File: src/design/bidirectional_connection_table_top_macros.svh
// ---------------------------------------------------------------------------
// bidirectional connection table assertion macros
// concurrent assertion wrappers, empty when SYNTH is defined
// ---------------------------------------------------------------------------
`ifndef BIDIRECTIONAL_CONNECTION_TABLE_TOP_MACROS_SVH
`define BIDIRECTIONAL_CONNECTION_TABLE_TOP_MACROS_SVH

`ifndef SYNTH

// property that must hold at every sampled edge outside reset
`define BCT_ASSERT(lbl, clk, rst, prop, msg) \
  lbl: assert property (@(posedge clk) disable iff (rst) (prop)) else $error(msg);

// antecedent implies consequent in the same cycle
`define BCT_ASSERT_IMPL(lbl, clk, rst, ante, cons, msg) \
  lbl: assert property (@(posedge clk) disable iff (rst) (ante) |-> (cons)) else $error(msg);

`else

`define BCT_ASSERT(lbl, clk, rst, prop, msg)
`define BCT_ASSERT_IMPL(lbl, clk, rst, ante, cons, msg)

`endif

`endif

File: src/design/bct_ram.sv
// ---------------------------------------------------------------------------
// bct_ram
// generic single-write, single-read ram with registered read data
// ---------------------------------------------------------------------------
`default_nettype none

module bct_ram #(
  parameter int WIDTH = 8,
  parameter int DEPTH = 64,
  localparam int AW = (DEPTH > 1) ? $clog2(DEPTH) : 1
) (
  input  wire logic             clk,
  input  wire logic             we,
  input  wire logic [AW-1:0]    waddr,
  input  wire logic [WIDTH-1:0] wdata,
  input  wire logic             re,
  input  wire logic [AW-1:0]    raddr,
  output logic      [WIDTH-1:0] rdata
);

  logic [WIDTH-1:0] mem [DEPTH];

  always_ff @(posedge clk) begin
    if (we) begin
      mem[waddr] <= wdata;
    end
    if (re) begin
      rdata <= mem[raddr];
    end
  end

endmodule

`default_nettype wire

File: config.mk
export PLATFORM = sky130hd
export DESIGN_NAME = bct_ram
export DESIGN_NICKNAME = d
export VERILOG_FILES = /design/src/design/bidirectional_connection_table_top_macros.svh /design/src/design/bct_ram.sv
export SDC_FILE = /design/constraint.sdc
export NUM_CORES = 1
export LEC_CHECK = 0
export CELL_PAD_IN_SITES_DETAIL_PLACEMENT = 0
export CELL_PAD_IN_SITES_GLOBAL_PLACEMENT = 1
export CORE_ASPECT_RATIO = 0.5
export CORE_MARGIN = 2
export CORE_UTILIZATION = 30
export DETAILED_ROUTE_END_ITERATION = 7
export DONT_BUFFER_PORTS = 1
export GPL_ROUTABILITY_DRIVEN = 0
export PLACE_DENSITY = 0.52
export SETUP_SLACK_MARGIN = 0.5
export SLEW_MARGIN = 5
export SYNTH_ARGS = -nofsm -noshare
export SYNTH_HDL_FRONTEND = slang
export SYNTH_SLANG_ARGS = --single-unit
File: constraint.sdc
create_clock -name clk -period 2 [get_ports clk]
set_clock_uncertainty 0.15 [all_clocks]
set_input_delay 0 -clock clk [delete_from_list [all_inputs] [get_ports clk]]
set_output_delay 0 -clock clk [all_outputs]
set_load 0.01 [all_outputs]
==> flow_metrics.tcl <==
set metrics [dict create \
    status "complete, but fails checks" \
    failed_checks "negative hold slack, negative setup slack" \
    r2r_end "rdata[1]" \
    async_flop_share_pct 0 \
    firstDrtPassIters 4 \
    antennaDiodeCount 0 \
    fillCellCount 6122 \
    reg2reg_depth 5 \
    hp-class "primary input to flip-flop" \
    synth_edf_count 520 \
    wirelength_um 49500 \
    antenna_found_initial 1 \
    coreArea_sq_um 66900 \
    start_util_pct 30.3 \
    ys_ff_latch 520 \
    fin_cells 1988 \
    final-max-slew-violation-count 0 \
    syn_inst 940 \
    reg2reg_slack_ns -0.13 \
    antenna_left 0 \
    worst_pin_slew_ns 0.711 \
    vias 9702 \
    rsz0062_at_grt "yes" \
    overflow 0 \
    die_h_um 188 \
    end_kind "flip-flop" \
    grt_pass1_vias 10015 \
    final_common_cell "edfxtp_1" \
    synth_fp_nets 963 \
    dpl_cell_area_sq_um 21800 \
    wl_per_cell_um 24.9 \
    worstPathMaxFanout 1 \
    cts.sinks 520 \
    multi_input_area_sq_um 4730 \
    fin_crit_sh_pct 107 \
    synth_flop_cell "edfxtp_1" \
    grt.total_usage_pct 14.3 \
    fin_area_sq_um 24200 \
    setup_viol 8 \
    die_w_um 371 \
    drive_gt1_share_pct 33.1 \
    critPathLaunchType "flip-flop" \
    placementRows 67 \
    max_slew_margin_pct 52.5 \
    io_pins 31 \
    seq_area_frac_synth_pct 77.1 \
    crit_end "rdata[1]" \
    clockBufferDepth 3 \
    clk-insertion-delay-late_ns 0.57 \
    dp_hpwl_um 28300 \
    fin_crit_ns 2.13 \
    fp.dieArea_sq_um 69700 \
    clockRootBuffer "clkbuf_16" \
    clkTransAtPathRegs_ns 0.06 \
    cts_buffers 51 \
    avgViaCountPerCell 4.88 \
    yosys_warnings 0 \
    power_leakage_nw 7.49 \
    critPathArrivalTime_ns 2.30 \
    crit_required_ns 2.17 \
    worstSetupStartpoint "mem[15][1]" \
    holdWs_ns -0.486 \
    fin_nets 1074 \
    hold_viol_final 8 \
    drtIter0Drc 804 \
    fin_util_pct 36.2 \
    finalPower_mw 22.5 \
    grt_pass1_wl_um 72000 \
    portBuffers 0 \
    dpl.cell_count 1853 \
    pwr_density_cell_nw_per_um2 928 \
    worst_slack_ns -0.134 \
    max_freq_mhz 469 \
    vdd_ir_drop_max_mv 0.546 \
    htree_levels 2 \
    final_cell_mix "edfxtp_1 (520), mux4_2 (126), buf_4 (72)" \
    avgSynthCellArea_sq_um 21.5 \
    cts_tree "yes" \
    ys_types 39 \
    critPathKind "flip-flop to flip-flop" \
    drc 0 \
    syn-cell-area_sq_um 20200 \
    area_delta_synth_final_pct 19.6 \
    grt_max_degree 138 \
    ff_latch_area_sq_um 15600 \
    max-cap-violations 0 \
    reg2reg_from "mem[15][1]" \
]
[flip-flops by register name (all words and copies together) (netlist names)]
name,count
mem,512
rdata,8
[cell type report]
class                      count  area share, %
clock buffer                  65           5.66
clock inverter                28          0.987
multi-input combinational    369           19.5
sequential                   520           64.5
tap                          897           4.63
timing repair buffer         109           4.70
[cell families after synthesis]
kind of cell	Yosys count	synth area share [%]
buffers and inverters	51	1.56
AOI/OAI and AO/OA	54	2.06
and+or+nand+nor	153	3.37
DFF	520	77.1
muxes	162	15.9
[critical path, stage by stage, from the launching register on]
cell	delay, ns
edfxtp_1	0.37
mux4_2	0.48
mux4_2	0.53
nor2_4	0.15
nor3_1	0.07
o2bb2ai_1	0.13
[worst min path at each step]
| stage | from | end | slack (ns) | depth (start not counted) |
|---|---|---|---|---|
| after floorplan | wdata[0] | mem[0][0] | -0.05 | 0 |
| after global placement | wdata[1] | mem[16][1] | -0.05 | 0 |
| after detailed placement | wdata[6] | mem[41][6] | -0.05 | 0 |
| after CTS | raddr[5] | rdata[3] | -0.53 | 1 |
| after global routing | raddr[5] | rdata[6] | -0.50 | 1 |
| final | raddr[5] | rdata[3] | -0.49 | 1 |
[synthesized netlist by cell type (11+ instances only)]
cell / n / share of area, %
mux4_2: 126 / 14
mux2_2: 13 / 0.72
buf_2: 11 / 0.27
nor2_1: 83 / 1.5
clkbuf_1: 17 / 0.32
nand2_1: 19 / 0.35
mux2i_1: 23 / 1.1
buf_4: 13 / 0.48
nand3_1: 13 / 0.32
edfxtp_1: 520 / 77
nor2b_1: 14 / 0.43
[per-layer routing]
metal / up-vias / share of wire, % / global-route usage [%]
met5: - / 0.026 / 0
met4: 2 / 1.7 / 3.06
met3: 58 / 5.1 / 2.47
met2: 246 / 49 / 23.3
met1: 5219 / 44 / 20.1
li1: 4177 / - / -
[through the flow]
stage	setup slack [ns]	setup TNS [ns]
final	-0.134	-0.700
after global routing	-0.204	-1.09
after CTS	-0.196	-0.960
after detailed placement	-0.306	-1.57
after global placement	-0.293	-1.47
after floorplan	0.0617	0
[power by group]
group          internal (mW)  switching, mW
registers               12.1         0.0379
clock network           5.35           3.95
logic                  0.494          0.550
total                   17.9           4.54
[what timing repair did]
action,CTS,global route
endpoints found under the setup margin,8,520
buffers inserted,0,13
resized for setup,21,25
pin swaps,3,11
hold endpoints to repair,816,99
hold buffers,27,2
No activity file was read; power rests on OpenSTA's default activity.
